==> src/hw/rtl/lfps_pkg.sv <==
// Shared types and constants of the lung feedback random generator.
package lfps_pkg;

	localparam int HALF_W        = 64;
	localparam int WORD_W        = 2 * HALF_W;
	localparam int FRAC_W        = 52;
	localparam int FRACTION_BITS = 52;
	localparam int FRAC_KEEP     = (FRACTION_BITS < FRAC_W) ? FRACTION_BITS : FRAC_W;
	localparam int SHIFT_RIGHT   = 12;
	localparam int SWAP_W        = 32;

	localparam logic [FRAC_W-1:0] MASK52    = 52'hF_FFFF_FFFF_FFFF;
	localparam logic [FRAC_W-1:0] FRAC_MASK = MASK52 >> (FRAC_W - FRAC_KEEP);

	localparam logic [7:0] TAP_RESET   = 8'd117;
	localparam logic [4:0] SHIFT_RESET = 5'd19;

	typedef enum logic [1:0] {
		OP_WRITE    = 2'd0,
		OP_GENERATE = 2'd1,
		OP_CERTIFY  = 2'd2
	} op_e;

	typedef enum logic [2:0] {
		KIND_NONE,
		KIND_WRITE_WORD,
		KIND_WRITE_LUNG,
		KIND_GENERATE,
		KIND_CERTIFY
	} kind_e;

	typedef enum logic [2:0] {
		CFG_TAP_OFFSET    = 3'd0,
		CFG_SHIFT_LEFT    = 3'd1,
		CFG_MASK_FIRST    = 3'd2,
		CFG_MASK_SECOND   = 3'd3,
		CFG_PARITY_FIRST  = 3'd4,
		CFG_PARITY_SECOND = 3'd5,
		CFG_FIX_FIRST     = 3'd6,
		CFG_FIX_SECOND    = 3'd7
	} cfg_idx_e;

	typedef struct packed {
		kind_e             kind;
		logic [7:0]        word_index;
		logic [HALF_W-1:0] word_first;
		logic [HALF_W-1:0] word_second;
		logic              skip_fix;
	} item_t;

	typedef struct packed {
		logic [7:0]        tap_offset;
		logic [4:0]        shift_left;
		logic [FRAC_W-1:0] mask_first;
		logic [FRAC_W-1:0] mask_second;
		logic [HALF_W-1:0] parity_first;
		logic [HALF_W-1:0] parity_second;
		logic [HALF_W-1:0] fix_first;
		logic [HALF_W-1:0] fix_second;
	} cfg_t;

	typedef struct packed {
		logic s2_valid;
		logic fwd_valid;
	} back_stat_t;

endpackage

==> src/hw/rtl/lfps_front.sv <==
// Front end: accepts input transactions, classifies them and queues them.
module lfps_front #(
	parameter int WORD_COUNT = 191
) (
	input  logic                       clk,
	input  logic                       arst_n,
	input  logic                       in_valid,
	output logic                       in_ready,
	input  logic [1:0]                 op,
	input  logic [7:0]                 word_index,
	input  logic [lfps_pkg::HALF_W-1:0] word_first,
	input  logic [lfps_pkg::HALF_W-1:0] word_second,
	input  logic                       skip_fix,
	output logic                       q_valid,
	output lfps_pkg::item_t            q_head,
	input  logic                       q_pop
);
	import lfps_pkg::*;

	localparam int DEPTH = 2;
	localparam int PTR_W = $clog2(DEPTH);
	localparam int CNT_W = $clog2(DEPTH + 1);

	item_t             entry_q [DEPTH];
	logic [PTR_W-1:0]  wr_ptr_q;
	logic [PTR_W-1:0]  rd_ptr_q;
	logic [CNT_W-1:0]  count_q;
	item_t             item;
	logic              push;
	logic              idx_in_ring;
	logic              idx_is_lung;

	// Classify the incoming transaction
	always_comb begin
		idx_in_ring      = 32'(word_index) < 32'(WORD_COUNT);
		idx_is_lung      = 32'(word_index) == 32'(WORD_COUNT);
		item.kind        = KIND_NONE;
		item.word_index  = word_index;
		item.word_first  = word_first;
		item.word_second = word_second;
		item.skip_fix    = skip_fix;
		case (op)
			OP_WRITE: begin
				if (idx_in_ring) begin
					item.kind = KIND_WRITE_WORD;
				end else if (idx_is_lung) begin
					item.kind = KIND_WRITE_LUNG;
				end
			end
			OP_GENERATE: item.kind = KIND_GENERATE;
			OP_CERTIFY:  item.kind = KIND_CERTIFY;
			default:     item.kind = KIND_NONE;
		endcase
	end

	assign in_ready = count_q != CNT_W'(DEPTH);
	assign push     = in_valid && in_ready;
	assign q_valid  = count_q != '0;
	assign q_head   = entry_q[rd_ptr_q];

	// Advance queue pointers and fill count
	always_ff @(posedge clk or negedge arst_n) begin
		if (!arst_n) begin
			wr_ptr_q <= '0;
			rd_ptr_q <= '0;
			count_q  <= '0;
		end else begin
			if (push) begin
				wr_ptr_q <= wr_ptr_q + PTR_W'(1);
			end
			if (q_pop) begin
				rd_ptr_q <= rd_ptr_q + PTR_W'(1);
			end
			if (push && !q_pop) begin
				count_q <= count_q + CNT_W'(1);
			end else if (!push && q_pop) begin
				count_q <= count_q - CNT_W'(1);
			end
		end
	end

	// Hold queued payload
	always_ff @(posedge clk) begin
		if (push) begin
			entry_q[wr_ptr_q] <= item;
		end
	end

endmodule

==> config.mk <==
export PLATFORM = sky130hd
export DESIGN_NAME = lfps_front
export DESIGN_NICKNAME = d
export VERILOG_FILES = /design/src/hw/rtl/lfps_pkg.sv /design/src/hw/rtl/lfps_front.sv
export SDC_FILE = /design/constraint.sdc
export NUM_CORES = 1
export LEC_CHECK = 0
export ABC_AREA = 0
export BUFFER_PORTS_ARGS = -buffer_cell sky130_fd_sc_hd__buf_4
export CAP_MARGIN = 20
export CORE_UTILIZATION = 49
export CTS_BUF_LIST = sky130_fd_sc_hd__clkbuf_8
export DETAILED_ROUTE_END_ITERATION = 16
export PLACE_DENSITY_LB_ADDON = 0.15
export SLEW_MARGIN = 20
export SYNTH_ARGS = -nofsm -noshare
export SYNTH_HDL_FRONTEND = slang
export SYNTH_SLANG_ARGS = --single-unit
==> constraint.sdc <==
create_clock -name clk -period 7.2 [get_ports clk]
set_clock_uncertainty 0.15 [all_clocks]
set_input_delay 0 -clock clk [delete_from_list [all_inputs] [get_ports clk]]
set_output_delay 0 -clock clk [all_outputs]
set_load 0.1 [all_outputs]
# After elaboration in Yosys (flattened, before gate mapping)
# Memory sizes are Yosys's and may differ from the RTL's.
# Cells that the tools add are included.
# totals
reg_bits	4
ram_bits	280
input_bits	143
out_inout_bits	142
word_cells	28
mem_count	1
# op_classes
add_sub_neg	4
order_cmp	1
n_eq_ne	4
mux	7
n_reduce_logical	8
# memory_table
name	words	width	rd	rd_ports_with_merged_regs	write_ports	line_no	rtl
entry_q	2	140	1	0	1	lfps_front.sv:24	item_t entry_q [DEPTH];
# op_table
op	count
3-bit one-hot mux with 3 select lines	1
8-bit == test, second input constant	1
8-bit < comparator, second input constant	1
2-bit 2-to-1 mux	4
2-bit nonzero test	2
1-bit logical AND	3
1-bit adder, second input constant	2
2-bit by 1-bit adder with 2-bit output, second input constant	1
2-bit by 1-bit == test with 1-bit output, second input constant	1
2-bit == test, second input constant	1
1-bit zero test	2
2-bit zero test	1
1-bit 2-to-1 mux	2
2-bit inequality test, second input constant	1
2-bit by 1-bit subtractor with 2-bit output, second input constant	1

# Logic depth before layout (Yosys ltp)
# depth
ltp_word	6
mapped_depth	7
mapped_depth_nobuf	7

# Least setup slack after synthesis
# Ideal clock, no wire load.
# synth_path
path_type	register to register
from	register count_q[0]
to	memory entry_q[0][0] (netlist name), enable pin
setup_ps	642
arrival_ps	7310
t_required_ps	6408
setup_slack_ps	-902
stages_incl_launch_ff	4
path_buffers	0
period_less_slack_ps	8102
path_cell_list	dfrtp_1 nand2b_1 nand2_1 nor2_1
# synth_via
elab_chain_len	4
# synth_lines
element	line_no	rtl
start: declaration	lfps_front.sv:27	logic [CNT_W-1:0] count_q;
start signal: assignment	lfps_front.sv:75	count_q <= count_q + CNT_W'(1);
start signal: assignment	lfps_front.sv:77	count_q <= count_q - CNT_W'(1);
2-bit inequality test	lfps_front.sv:56	assign in_ready = count_q != CNT_W'(DEPTH);
via in_ready	lfps_front.sv:8	output logic in_ready,
1-bit logical AND	lfps_front.sv:57	assign push = in_valid && in_ready;
1-bit 2-to-1 mux	lfps_front.sv:84	if (push) begin
1-bit 2-to-1 mux (implied by the code)	lfps_front.sv:85	entry_q[wr_ptr_q] <= item;
end: declaration	lfps_front.sv:24	
# The timed path passes the listed nets, and every way through them passes these cells.

==> flow_summary_export.csv <==
group,metric,value,unit
outcome,run_status,"finished, final reports clean",
worst_setup_path,crit_path_start_kind,"flop",
min_path,whs_endpoint,"entry_q[1][28]$_DFFE_PP_",
sta,fmax,313,MHz
worst_setup_path,critical-path-slowest-cell,"sky130_fd_sc_hd__dfrtp_4",
floorplanning,initial_utilization,50.5,%
layout,nets,1071,
clock_tree,cts_buffers,45,
worst_setup_path,ff2ff_path_depth,3,
worst_setup_path,path_common_cell,"sky130_fd_sc_hd__buf_4",
placement,dp.final_hpwl,13.5,mm
global_route,via_count_of_the_first_global_routing_pass,6588,
sta,report.final.setup_viol,0,
min_path,hold_path.class,"input port to flop",
min_path,hold_start,"word_second[27]",
layout,layout_common_cells,"sky130_fd_sc_hd__buf_4, sky130_fd_sc_hd__edfxtp_1, sky130_fd_sc_hd__dlygate4sd3_1, sky130_fd_sc_hd__mux2_4, sky130_fd_sc_hd__mux2_2",
floorplanning,design.die.area,0.0225,mm²
sta,fin_tns_setup,0,ps
worst_setup_path,rrSetupSlack,4270,ps
drt,dr_total_vias,5985,
floorplanning,chipHeight,150,µm
drt,detail_route.wl_per_cell,18.6,µm
sta,period_needed,3200,ps
global_route,groute.usage.overall,20.2,%
clock_tree,post-cts-setup-buffers,0,
global_route,grt_antenna_before_repair,0,
logic_synthesis,post-synth-top-area-fraction,78.4,%
worst_setup_path,timing.critical_path.arrival,3050,ps
logic_synthesis,postSynthCellCount,463,
logic_synthesis,synth_sequential_area_ratio,79.4,%
drt,totalWireLength,22.9,mm
global_route,grt_pass1_wl,34.4,mm
layout,layout.cells.most_common,"sky130_fd_sc_hd__buf_4",
logic_synthesis,synth_nets,607,
worst_setup_path,critical_path_required,7050,ps
worst_setup_path,timing.setup.critical_path_class,"flop to output port",
logic_synthesis,post-synth-top-area-cell,"sky130_fd_sc_hd__edfxtp_1",
sta,slew_headroom,31.6,%
clock_tree,path_clk_slew,60,ps
worst_setup_path,cp.buffers_inverters,2,
clock_tree,ctsHtreeMaxLevel,2,
logic_synthesis,syn-mean-instance-area,23.2,µm²
drt,drt-pass1-iter-count,6,
worst_setup_path,r2r_end,"entry_q[1][61]$_DFFE_PP_",
layout,post_route_cells_drive_above_1_share,50.8,%
clock_tree,worst_skew_pair.late_latency,530,ps
sta,report.final.slew_viol_count,0,
global_route,pin_count_of_the_biggest_net_entering_global_routing,83,
layout,layout_overhead_on_the_synthesized_area,43.3,%
logic_synthesis,synth_seq_cells,284,
floorplanning,core,0.0212,mm²
clock_tree,clock_tree_from_tritoncts,"yes",
worst_setup_path,critical_path.reg2reg.startpoint,"count_q[0]$_DFFE_PN0P_",
worst_setup_path,path_max_fanout,53,
logic_synthesis,ys_warn_count,0,
drt,ant_nets,0,
clock_tree,clkSinkCount,284,
worst_setup_path,timing.critical_path.cells,"buf_4, mux2_2, buf_4",
logic_synthesis,mappedNetlistArea,0.0107,mm²
sta,timing.final.hold_violations,0,
clock_tree,ctsRootBufferMaster,"sky130_fd_sc_hd__clkbuf_8",
sta,tightestPinTransition,1030,ps
clock_tree,ctsLongestPathBuffers,3,
floorplanning,floorplan.io_pins,285,
sta,setup_repair_after_global_routing_missed_its_margin,"false",
worst_setup_path,type_of_destination_of_the_critical_path,"output port",
placement,portBuffers,284,
drt,routed_via_density,4.86,
drt,drt_drc_violations_left,0,
sta,min_period_over_period,44.4,%
min_path,holdPathStages,2,
worst_setup_path,critical-path-top-delay-family,"flip-flops",
placement,finalWeightedCongestion,0.765,
floorplanning,rows,53,
drt,number_of_design_rule_violations_left_by_the_first_detailed_router_iteration,275,
floorplanning,die_span_x,150,µm
run,cap_violations,0,
logic_synthesis,yosysUniqueCellTypes,21,
worst_setup_path,worst_path_largest_cell_delay,1100,ps
global_route,globalRouteOverflowTotal,0,
logic_synthesis,synth.top_cells.by_area,"sky130_fd_sc_hd__edfxtp_1, sky130_fd_sc_hd__mux2_4, sky130_fd_sc_hd__mux2_2",
layout make-up:
cell class / count / area (µm²)
Clock buffer: 47 / 647
Multi-Input combinational cell: 160 / 2060
Clock inverter: 29 / 171
Antenna cell: 1 / 2.50
Fill cell: 1287 / 5860
Inverter: 3 / 11.3
Tap cell: 275 / 344
Sequential cell: 284 / 8510
Timing Repair Buffer: 433 / 3610
sequential cells by signal, indices dropped and copies added (netlist names):
signal and count:
count_q 2, entry_q 280, rd_ptr_q 1, wr_ptr_q 1
cell usage after synthesis:
library cell,number
sky130_fd_sc_hd__o21ai_0,2
sky130_fd_sc_hd__inv_1,3
sky130_fd_sc_hd__buf_8,1
sky130_fd_sc_hd__buf_6,10
sky130_fd_sc_hd__or2_2,1
sky130_fd_sc_hd__ha_1,1
sky130_fd_sc_hd__xnor2_1,2
sky130_fd_sc_hd__nand4_1,1
sky130_fd_sc_hd__xor2_1,3
sky130_fd_sc_hd__nand2_1,2
sky130_fd_sc_hd__nor2_1,2
sky130_fd_sc_hd__nor2b_1,2
sky130_fd_sc_hd__edfxtp_1,280
sky130_fd_sc_hd__mux2_2,50
sky130_fd_sc_hd__mux2_4,90
sky130_fd_sc_hd__buf_2,5
sky130_fd_sc_hd__dfrtp_1,4
sky130_fd_sc_hd__and3_1,1
sky130_fd_sc_hd__nand2b_1,1
sky130_fd_sc_hd__a21oi_1,1
sky130_fd_sc_hd__nand4b_1,1
stage by stage:
step           utilization, %  setup WS (ps)  cell area, µm²  std cells  hold WS [ps]
6_report                 72.4           4000           15400       1232          38.9
3_3_place_gp             61.7           4330           13100       1011          -353
4_1_cts                  72.4           3920           15400       1231          1.50
5_1_grt                  72.4           3850           15400       1231          8.99
2_1_floorplan               -           1460           10700        463          -446
3_5_place_dp             61.7           4280           13100       1011          -347
metal layers:
layer	share of wire, %	global-route usage [%]
met1	38	23.0
met2	52	35.9
met3	7.1	5.55
met4	2.9	7.93
met5	0	0
worst max-delay path by stage:
stage	depth (start not counted)	endpoint	startpoint	slack [ps]
floorplan	3	entry_q[0][0]$_DFFE_PP_	count_q[0]$_DFFE_PN0P_	1460
global placement	3	entry_q[1][63]$_DFFE_PP_	count_q[0]$_DFFE_PN0P_	4330
detailed placement	3	entry_q[1][61]$_DFFE_PP_	count_q[0]$_DFFE_PN0P_	4280
CTS	3	q_head[128]	rd_ptr_q$_DFFE_PN0P_	3920
global route	3	q_head[128]	rd_ptr_q$_DFFE_PN0P_	3850
finish	3	q_head[128]	rd_ptr_q$_DFFE_PN0P_	4000
logic make-up (layout without fill, tap and decap cells):
group                      Yosys count  count (layout)  synth area share (%)
adders and majority gates            1               1                 0.117
muxes                              140             140                  17.9
AOI/OAI and AO/OA                    3               3                 0.140
buffers and inverters               19             512                  1.53
xor gates and xnor gates             5               5                 0.409
other                                0               1                     0
DFF                                284             284                  79.4
and+or+nand+nor                     11              11                 0.572
timing repair:
action / CTS / global route
endpoints found under the setup margin: 0 / 0
hold endpoints to repair: 288 / 0
hold buffers: 144 / 0
gates resized for setup: 0 / 0
Power is left out: the tool's default activity adds up to more than one toggle a clock period on the data nets, which glitch-free logic cannot reach.
